--- src/rtl/bcrl_pkg.sv ---
`timescale 1ns / 1ps
// ----------------------------------------------------------------------------
// Bernoulli CUSUM run-length package
// Field widths, default parameter values, register map and reset values of
// the control registers.
// ----------------------------------------------------------------------------
package bcrl_pkg;

   // default parameter values
   localparam int SAMPLE_BITS_DEF = 16;
   localparam int SCORE_BITS_DEF  = 32;
   localparam int COUNT_BITS_DEF  = 32;

   // fixed field widths of the ports
   localparam int CSR_INDEX_W = 3;
   localparam int CSR_DATA_W  = 32;
   localparam int THRESH_W    = 31;
   localparam int STEP_W      = 32;
   localparam int LEVEL_W     = 31;
   localparam int CUT_W       = 17;
   localparam int SCORE_OUT_W = 31;
   localparam int COUNT_OUT_W = 32;

   // register map
   typedef enum logic [CSR_INDEX_W-1:0] {
      CSR_THRESHOLD    = 3'd0,
      CSR_STEP_IF_ONE  = 3'd1,
      CSR_STEP_IF_ZERO = 3'd2,
      CSR_RESET_LEVEL  = 3'd3,
      CSR_CUT_POINT    = 3'd4
   } csr_index_type;

   // register reset values
   localparam logic [THRESH_W-1:0] THRESHOLD_RST   = 31'd65536;
   localparam logic [STEP_W-1:0]   STEP_RST        = 32'd0;
   localparam logic [LEVEL_W-1:0]  RESET_LEVEL_RST = 31'd0;
   localparam logic [CUT_W-1:0]    CUT_POINT_RST   = 17'd32768;

endpackage

--- src/rtl/bernoulli_cusum_run_length.sv ---
`timescale 1ns / 1ps
// ----------------------------------------------------------------------------
// Bernoulli CUSUM run-length detector
// Adds one of two signed deflections per sample word to a score clamped at
// zero, raises an alarm at the threshold, reloads the head start and keeps
// alarm count and shortest / longest run lengths for each run.
// ----------------------------------------------------------------------------
// The response word for an accepted request word is registered and is valid in the cycle after it is accepted.
// Throughput: 1 word per cycle while the response side takes each word; the score add, clamp and threshold compare
//   are combinational between the state registers and the response register.
// Reset: synchronous, active high; control registers return to their default values,
//   score loads the default head start, run counters clear, shortest run sets to all ones. No clearing pass.
// ----------------------------------------------------------------------------
module bernoulli_cusum_run_length #(
   parameter int SAMPLE_BITS = bcrl_pkg::SAMPLE_BITS_DEF,
   parameter int SCORE_BITS  = bcrl_pkg::SCORE_BITS_DEF,
   parameter int COUNT_BITS  = bcrl_pkg::COUNT_BITS_DEF
) (
   input  logic                                clock,
   input  logic                                reset,
   // request channel
   input  logic                                req_valid,
   output logic                                req_ready,
   input  logic [SAMPLE_BITS-1:0]              req_sample_value,
   input  logic                                req_end_of_run,
   // response channel
   output logic                                rsp_valid,
   input  logic                                rsp_ready,
   output logic                                rsp_alarm,
   output logic [bcrl_pkg::SCORE_OUT_W-1:0]    rsp_score_out,
   output logic [bcrl_pkg::COUNT_OUT_W-1:0]    rsp_alarm_count,
   output logic [bcrl_pkg::COUNT_OUT_W-1:0]    rsp_last_alarm_index,
   output logic [bcrl_pkg::COUNT_OUT_W-1:0]    rsp_min_run,
   output logic [bcrl_pkg::COUNT_OUT_W-1:0]    rsp_max_run,
   output logic                                rsp_final_report,
   // control register write port
   input  logic                                csr_wr_en,
   input  logic [bcrl_pkg::CSR_INDEX_W-1:0]    csr_index,
   input  logic [bcrl_pkg::CSR_DATA_W-1:0]     csr_wr_data
);
   import bcrl_pkg::*;

   // score holds the head start even when SCORE_BITS is narrow
   localparam int SCORE_W = (SCORE_BITS > LEVEL_W) ? SCORE_BITS : LEVEL_W;
   localparam int SUM_W   = ((SCORE_W > STEP_W) ? SCORE_W : STEP_W) + 2;
   localparam int CMP_W   = (SAMPLE_BITS > CUT_W) ? SAMPLE_BITS : CUT_W;
   localparam int CEXT_W  = (COUNT_BITS > COUNT_OUT_W) ? COUNT_BITS : COUNT_OUT_W;
   localparam logic [SUM_W-1:0] SCORE_MAX = SUM_W'((65'd1 << SCORE_BITS) - 65'd1);

   // control registers
   logic [THRESH_W-1:0]   threshold_ff;
   logic [STEP_W-1:0]     step_one_ff;
   logic [STEP_W-1:0]     step_zero_ff;
   logic [LEVEL_W-1:0]    reset_level_ff;
   logic [CUT_W-1:0]      cut_point_ff;

   // run state
   logic [SCORE_W-1:0]    score_ff,        score_in;
   logic [COUNT_BITS-1:0] item_index_ff,   item_index_in;
   logic [COUNT_BITS-1:0] run_len_ff,      run_len_in;
   logic [COUNT_BITS-1:0] alarm_total_ff,  alarm_total_in;
   logic [COUNT_BITS-1:0] last_alarm_ff,   last_alarm_in;
   logic [COUNT_BITS-1:0] shortest_ff,     shortest_in;
   logic [COUNT_BITS-1:0] longest_ff,      longest_in;

   // response register
   logic                   rsp_valid_ff;
   logic                   alarm_ff,       alarm_in;
   logic [SCORE_OUT_W-1:0] score_out_ff;
   logic [COUNT_OUT_W-1:0] count_out_ff,   last_out_ff,  min_out_ff,  max_out_ff;
   logic [COUNT_OUT_W-1:0] count_out_in,   last_out_in,  min_out_in,  max_out_in;
   logic                   final_ff;

   logic                   req_accept;
   logic                   is_one;
   logic [STEP_W-1:0]      step_sel;
   logic signed [SUM_W-1:0] sum;
   logic                   idx_inc;
   logic [COUNT_BITS-1:0]  run_new;
   logic [CEXT_W-1:0]      count_ext, last_ext, min_ext, max_ext;

   assign req_ready  = !rsp_valid_ff || rsp_ready;
   assign req_accept = req_valid && req_ready;

   // write control registers
   always_ff @(posedge clock) begin
      if (reset) begin
         threshold_ff   <= THRESHOLD_RST;
         step_one_ff    <= STEP_RST;
         step_zero_ff   <= STEP_RST;
         reset_level_ff <= RESET_LEVEL_RST;
         cut_point_ff   <= CUT_POINT_RST;
      end else if (csr_wr_en) begin
         case (csr_index_type'(csr_index))
            CSR_THRESHOLD:    threshold_ff   <= csr_wr_data[THRESH_W-1:0];
            CSR_STEP_IF_ONE:  step_one_ff    <= csr_wr_data[STEP_W-1:0];
            CSR_STEP_IF_ZERO: step_zero_ff   <= csr_wr_data[STEP_W-1:0];
            CSR_RESET_LEVEL:  reset_level_ff <= csr_wr_data[LEVEL_W-1:0];
            CSR_CUT_POINT:    cut_point_ff   <= csr_wr_data[CUT_W-1:0];
            default: ;
         endcase
      end
   end

   // pick the deflection and add it to the score
   always_comb begin
      is_one   = CMP_W'(req_sample_value) < CMP_W'(cut_point_ff);
      step_sel = is_one ? step_one_ff : step_zero_ff;
      sum      = $signed(SUM_W'(score_ff)) + $signed({{(SUM_W-STEP_W){step_sel[STEP_W-1]}},
                                                     step_sel});
   end

   // next run state
   always_comb begin
      idx_inc        = ~&item_index_ff;
      item_index_in  = item_index_ff + COUNT_BITS'(idx_inc);
      run_new        = run_len_ff + COUNT_BITS'(idx_inc);
      run_len_in     = run_new;
      alarm_total_in = alarm_total_ff;
      last_alarm_in  = last_alarm_ff;
      shortest_in    = shortest_ff;
      longest_in     = longest_ff;
      alarm_in       = 1'b0;
      if (sum < 0) begin
         score_in = '0;
      end else if (sum >= $signed(SUM_W'(threshold_ff))) begin
         alarm_in       = 1'b1;
         alarm_total_in = alarm_total_ff + COUNT_BITS'(~&alarm_total_ff);
         if (run_new > longest_ff) begin
            longest_in = run_new;
         end
         if (run_new < shortest_ff) begin
            shortest_in = run_new;
         end
         last_alarm_in = item_index_in;
         run_len_in    = '0;
         score_in      = SCORE_W'(reset_level_ff);
      end else if (sum > $signed(SCORE_MAX)) begin
         score_in = SCORE_W'(SCORE_MAX);
      end else begin
         score_in = SCORE_W'(sum);
      end
   end

   // format the response fields
   always_comb begin
      count_ext    = CEXT_W'(alarm_total_in);
      last_ext     = CEXT_W'(last_alarm_in);
      min_ext      = CEXT_W'(shortest_in);
      max_ext      = CEXT_W'(longest_in);
      count_out_in = count_ext[COUNT_OUT_W-1:0];
      last_out_in  = last_ext[COUNT_OUT_W-1:0];
      max_out_in   = max_ext[COUNT_OUT_W-1:0];
      if (req_end_of_run && (alarm_total_in == '0)) begin
         min_out_in = '0;
      end else begin
         min_out_in = min_ext[COUNT_OUT_W-1:0];
      end
   end

   // advance run state; clear it after the last word of a run
   always_ff @(posedge clock) begin
      if (reset) begin
         score_ff       <= SCORE_W'(RESET_LEVEL_RST);
         item_index_ff  <= '0;
         run_len_ff     <= '0;
         alarm_total_ff <= '0;
         last_alarm_ff  <= '0;
         shortest_ff    <= '1;
         longest_ff     <= '0;
      end else if (req_accept) begin
         if (req_end_of_run) begin
            score_ff       <= SCORE_W'(reset_level_ff);
            item_index_ff  <= '0;
            run_len_ff     <= '0;
            alarm_total_ff <= '0;
            last_alarm_ff  <= '0;
            shortest_ff    <= '1;
            longest_ff     <= '0;
         end else begin
            score_ff       <= score_in;
            item_index_ff  <= item_index_in;
            run_len_ff     <= run_len_in;
            alarm_total_ff <= alarm_total_in;
            last_alarm_ff  <= last_alarm_in;
            shortest_ff    <= shortest_in;
            longest_ff     <= longest_in;
         end
      end
   end

   // response valid: set on accept, drop when taken
   always_ff @(posedge clock) begin
      if (reset) begin
         rsp_valid_ff <= 1'b0;
      end else if (req_accept) begin
         rsp_valid_ff <= 1'b1;
      end else if (rsp_ready) begin
         rsp_valid_ff <= 1'b0;
      end
   end

   // hold the response word until taken
   always_ff @(posedge clock) begin
      if (req_accept) begin
         alarm_ff     <= alarm_in;
         score_out_ff <= score_in[SCORE_OUT_W-1:0];
         count_out_ff <= count_out_in;
         last_out_ff  <= last_out_in;
         min_out_ff   <= min_out_in;
         max_out_ff   <= max_out_in;
         final_ff     <= req_end_of_run;
      end
   end

   assign rsp_valid            = rsp_valid_ff;
   assign rsp_alarm            = alarm_ff;
   assign rsp_score_out        = score_out_ff;
   assign rsp_alarm_count      = count_out_ff;
   assign rsp_last_alarm_index = last_out_ff;
   assign rsp_min_run          = min_out_ff;
   assign rsp_max_run          = max_out_ff;
   assign rsp_final_report     = final_ff;

   // an accepted word always shows up on the response side
   a_accept_to_rsp: assert property (@(posedge clock) disable iff (reset)
      req_accept |=> rsp_valid_ff)
      else $error("accepted word produced no response");

   // an alarm is always counted
   a_alarm_counted: assert property (@(posedge clock) disable iff (reset)
      rsp_valid_ff && alarm_ff |-> count_out_ff != '0)
      else $error("alarm without alarm count");

   // once an alarm is seen, shortest run never exceeds longest run
   a_min_le_max: assert property (@(posedge clock) disable iff (reset)
      alarm_total_ff != '0 |-> shortest_ff <= longest_ff)
      else $error("shortest run above longest run");

   // the last word of a run leaves cleared counters behind
   a_run_cleared: assert property (@(posedge clock) disable iff (reset)
      req_accept && req_end_of_run |=> item_index_ff == '0 && alarm_total_ff == '0
                                       && run_len_ff == '0)
      else $error("counters not cleared after end of run");

endmodule
--- config.mk ---
export PLATFORM = sky130hd
export DESIGN_NAME = bernoulli_cusum_run_length
export DESIGN_NICKNAME = d
export VERILOG_FILES = /design/src/rtl/bcrl_pkg.sv /design/src/rtl/bernoulli_cusum_run_length.sv
export SDC_FILE = /design/constraint.sdc
export NUM_CORES = 1
export LEC_CHECK = 0
export ABC_AREA = 1
export BUFFER_PORTS_ARGS = -buffer_cell sky130_fd_sc_hd__buf_4
export CAP_MARGIN = 30
export CORE_ASPECT_RATIO = 0.9
export CORE_UTILIZATION = 50
export DETAILED_ROUTE_END_ITERATION = 8
export GPL_TIMING_DRIVEN = 0
export PLACE_DENSITY = 0.68
export SETUP_SLACK_MARGIN = 0.05
export SYNTH_ARGS = -nofsm -noshare
export SYNTH_HDL_FRONTEND = slang
export SYNTH_SLANG_ARGS = --single-unit
--- constraint.sdc ---
create_clock -name clock -period 16.8 [get_ports clock]
set_clock_uncertainty 0.2 [all_clocks]
set_input_delay 0.84 -clock clock [delete_from_list [all_inputs] [get_ports clock]]
set_output_delay 0.84 -clock clock [all_outputs]
set_load 0.01 [all_outputs]
==> impl_metrics.yaml <==
outcome:
  status: "finished clean"
placed_design:
  hpwl_um: 60710
  portBuffers: 218
  routabilityCongestion: 0.9491
  pre_cts_ws_ns: 8.310
min_path:
  hold_class: "reg2reg"
  hold-path-cell-count: 2
  hold_start: "step_one_ff[10]"
  min_to: "step_one_ff[10]"
power_and_ir_drop:
  p_clk_share_pct: 26.9
  ir_worst_vdd_uv: 92.09
  internal_power_uw: 2841
  seqPwrFrac_pct: 35.4
  p_leak_uw: 0.01397
  p_sw_uw: 1799
  powerDensity_mw_per_mm2: 145.0
  comb_power_share_pct: 37.7
  switching_share_pct: 38.77
critical_path:
  cp_common_cell: "nand2_1"
  slowest_stage: "o21ai_0"
  r2r_start: "cut_point_ff[8]"
  critical_path_class: "reg2reg"
  r2r-end: "rsp_min_run[2]"
  worstRegToRegCells: 37
  cp_max_fo: 10
  arrival_ns: 8.07
  reg2reg_setup_slack_ns: 8.89
  max_stage_delay_ns: 0.60
  critPathRequiredTime_ns: 16.96
  worstSetupStartpointType: "flip-flop"
  crit_path_end_kind: "flip-flop"
yosys:
  synth_adder_area_share_pct: 6.836
  yosysTopAreaCell: "dfxtp_1"
  avgSynthCellArea_um2: 7.494
  synth-compound-area-share_pct: 15.88
  synth_edf_count: 161
  ys_seq_elements: 529
  synth-async-reset-ratio_pct: 0
  netlist_area_mm2: 0.02756
  yosysUniqueCellTypes: 45
  syn_inst: 3678
  synth_top_cell_area_share_pct: 26.73
  synthXorXnorAreaFrac_pct: 3.464
  synthFlopType: "dfxtp_1"
  synth.top_cells.by_area: "dfxtp_1 27%, edfxtp_1 18%, nand2_1 13%"
  synth_top_family_by_area: "simple AND/OR/NAND/NOR gates"
  ys_seq_area_share_pct: 44.27
  synth_nets: 3885
  ys.warnings.count: 0
  muxShareOfSynthArea_pct: 0
  synth-simple-area-share_pct: 20.15
sta:
  setup_viol: 0
  timing.final.ws_setup_ns: 8.886
  period_needed_ns: 7.914
  fin_crit_sh_pct: 47.11
  fin_tns_setup_ns: 0
  drv_slew: 0
  tightest_slew_ns: 1.027
  fmax_mhz: 126.4
  rsz0062_at_grt: "false"
  maxSlewHeadroom_pct: 31.52
  report.final.hold_viol_count: 0
clocking:
  clkSinkCount: 529
  cts_buffer_depth: 3
  numCtsBuffers: 55
  cts_resized: 0
  cts_root_buffer: "clkbuf_16"
  cts.htree.levels: 2
  clk_pin_slew_worst_paths_ns: 0.06
  cts_tree: "yes"
  post-cts-setup-buffers: 0
  clock_latency_ns: 0.62
  cts_hold_buf: 0
die:
  rows: 81
  boundaryPins: 220
  die_w_um: 249.5
  die-area_mm2: 0.05607
  dieHeight_um: 224.7
  core_mm2: 0.05442
  start_util_pct: 50.64
global_routing:
  grt_pass1_vias: 22740
  grt_pass1_wl_um: 124400
  grt_use_met1_pct: 39.75
  grtUsageMet3_pct: 3.669
  grt-busiest-layer: "met2"
  grt_use_met2_pct: 44.43
  grt_max_degree: 69
  grt_overflow_total: 0
  antenna_found_initial: 0
  grtUsageTotal_pct: 27.89
final_layout:
  antenna_cells: 0
  syn_to_final_growth_pct: 16.09
  nNetsFinal: 4162
  fillers: 5207
  layout-drive-gt1-share_pct: 9.195
drt:
  drc: 0
  wirelength_um: 79240
  drt_iter0_drc: 1959
  num_vias: 24680
  via_per_inst: 5.243
  antenna_left: 0
  drt-pass1-iter-count: 5
  wl_per_cell_um: 16.83
flow_run:
  maxCapViolations: 0
## power by group through the flow
stage                     combinational [uW]  sequential [uW]  clock (uW)
final                                   1750             1640        1250
after global placement                  1710             1670           0
after CTS                               1740             1640        1260
after floorplan                         1070             1710           0
after detailed placement                1730             1670           0
after global routing                    1970             1660        1310
## worst max path at each step
stage	depth (start not counted)	slack, ns	start	end
2_1_floorplan	8	9.92	rsp_ready	shortest_ff[0]
3_3_place_gp	9	7.16	rsp_ready	shortest_ff[0]
3_5_place_dp	37	8.31	req_sample_value[8]	rsp_min_run[1]
4_1_cts	37	8.91	cut_point_ff[8]	rsp_min_run[1]
5_1_grt	39	8.35	cut_point_ff[8]	rsp_min_run[3]
6_report	37	8.89	cut_point_ff[8]	rsp_min_run[2]
## critical path, delay by kind of cell, from the launching register on
family	cells	cell delay, ns
and+or+nand+nor	20	2.97
AOI/OAI and AO/OA	5	1.53
adders and majority gates	4	1.29
buffers and inverters	7	1.17
DFF	1	0.31
xor gates and xnor gates	1	0.14
## placed cells by master (no fill, tap or decap), types with 17 or more instances in the layout
| cell type | netlist | final |
|---|---|---|
| clkbuf_1 | 146 | 155 |
| o21ai_0 | 300 | 300 |
| nand2_1 | 956 | 956 |
| nand4_1 | 20 | 20 |
| nand3_1 | 67 | 67 |
| buf_4 | 5 | 223 |
| nor3_1 | 58 | 58 |
| inv_1 | 484 | 484 |
| a21oi_1 | 409 | 409 |
| edfxtp_1 | 161 | 161 |
| o211ai_1 | 62 | 62 |
| dfxtp_1 | 368 | 368 |
| o21ai_1 | 17 | 17 |
| nor2_1 | 253 | 253 |
| xnor2_1 | 17 | 17 |
| ha_1 | 149 | 149 |
| xor2_1 | 92 | 92 |
| clkbuf_16 | 0 | 59 |
## synthesized netlist by cell type (all sizes together), types with 2 or more instances
cell / n
o211ai: 62
a211oi: 4
or2: 8
nand4: 20
dfxtp: 368
a21oi: 409
nor2: 254
o21a: 3
xor2: 92
nand2: 960
o221ai: 2
nand3: 70
buf: 27
o21bai: 9
o22ai: 8
and3: 3
a31oi: 3
nor4: 15
a21o: 4
o21ai: 318
clkinv: 3
clkbuf: 146
ha: 149
edfxtp: 161
nor3: 58
inv: 496
xnor2: 17
## registers in the layout, summed over array words and instances, names as in the netlist
signal                cells
alarm_total_ff           32
cut_point_ff             17
item_index_ff            32
last_alarm_ff            32
longest_ff               32
reset_level_ff           31
rsp_alarm                 1
rsp_alarm_count          32
rsp_final_report          1
rsp_last_alarm_index     32
rsp_max_run              32
rsp_min_run              32
rsp_score_out            31
rsp_valid                 1
run_len_ff               32
score_ff                 32
shortest_ff              32
step_one_ff              32
step_zero_ff             32
threshold_ff             31
## per-layer routing
| layer | up-vias | part of all wire [%] |
|---|---|---|
| met2 | 721 | 44 |
| met3 | 119 | 6.1 |
| met5 | - | 0 |
| met4 | 0 | 2.4 |
| li1 | 12500 | - |
| met1 | 11340 | 47 |
## logic make-up (layout without fill, tap and decap cells)
logic type	Yosys count	count (layout)
and+or+nand+nor	1392	1392
DFF	529	529
adders and majority gates	150	150
xor gates and xnor gates	109	109
buffers and inverters	672	996
AOI/OAI and AO/OA	826	826
## stage by stage
stage          cell area, um^2  std cells  hold slack (ns)  power [uW]  util (%)
2_1_floorplan            27560       3678           0.2245        2778         -
3_3_place_gp             30080       4601           0.2330        3385     55.27
3_5_place_dp             30140       4603           0.2387        3401     55.38
4_1_cts                  32000       4707           0.2476        4644     58.79
5_1_grt                  32000       4707           0.2628        4939     58.79
6_report                 32000       4707           0.2452        4640     58.79
## layout make-up
| class | instances | area [um^2] | area share (%) |
|---|---|---|---|
| tap | 705 | 882.1 | 2.757 |
| inverter | 499 | 1873 | 5.854 |
| clock buffer | 78 | 1632 | 5.099 |
| multi-input combinational | 2477 | 12770 | 39.91 |
| buffer | 173 | 721.9 | 2.256 |
| timing repair buffer | 220 | 1692 | 5.287 |
| sequential | 529 | 12200 | 38.13 |
| clock inverter | 26 | 225.2 | 0.7039 |
Note: power is estimated with default switching activity, not from simulation.
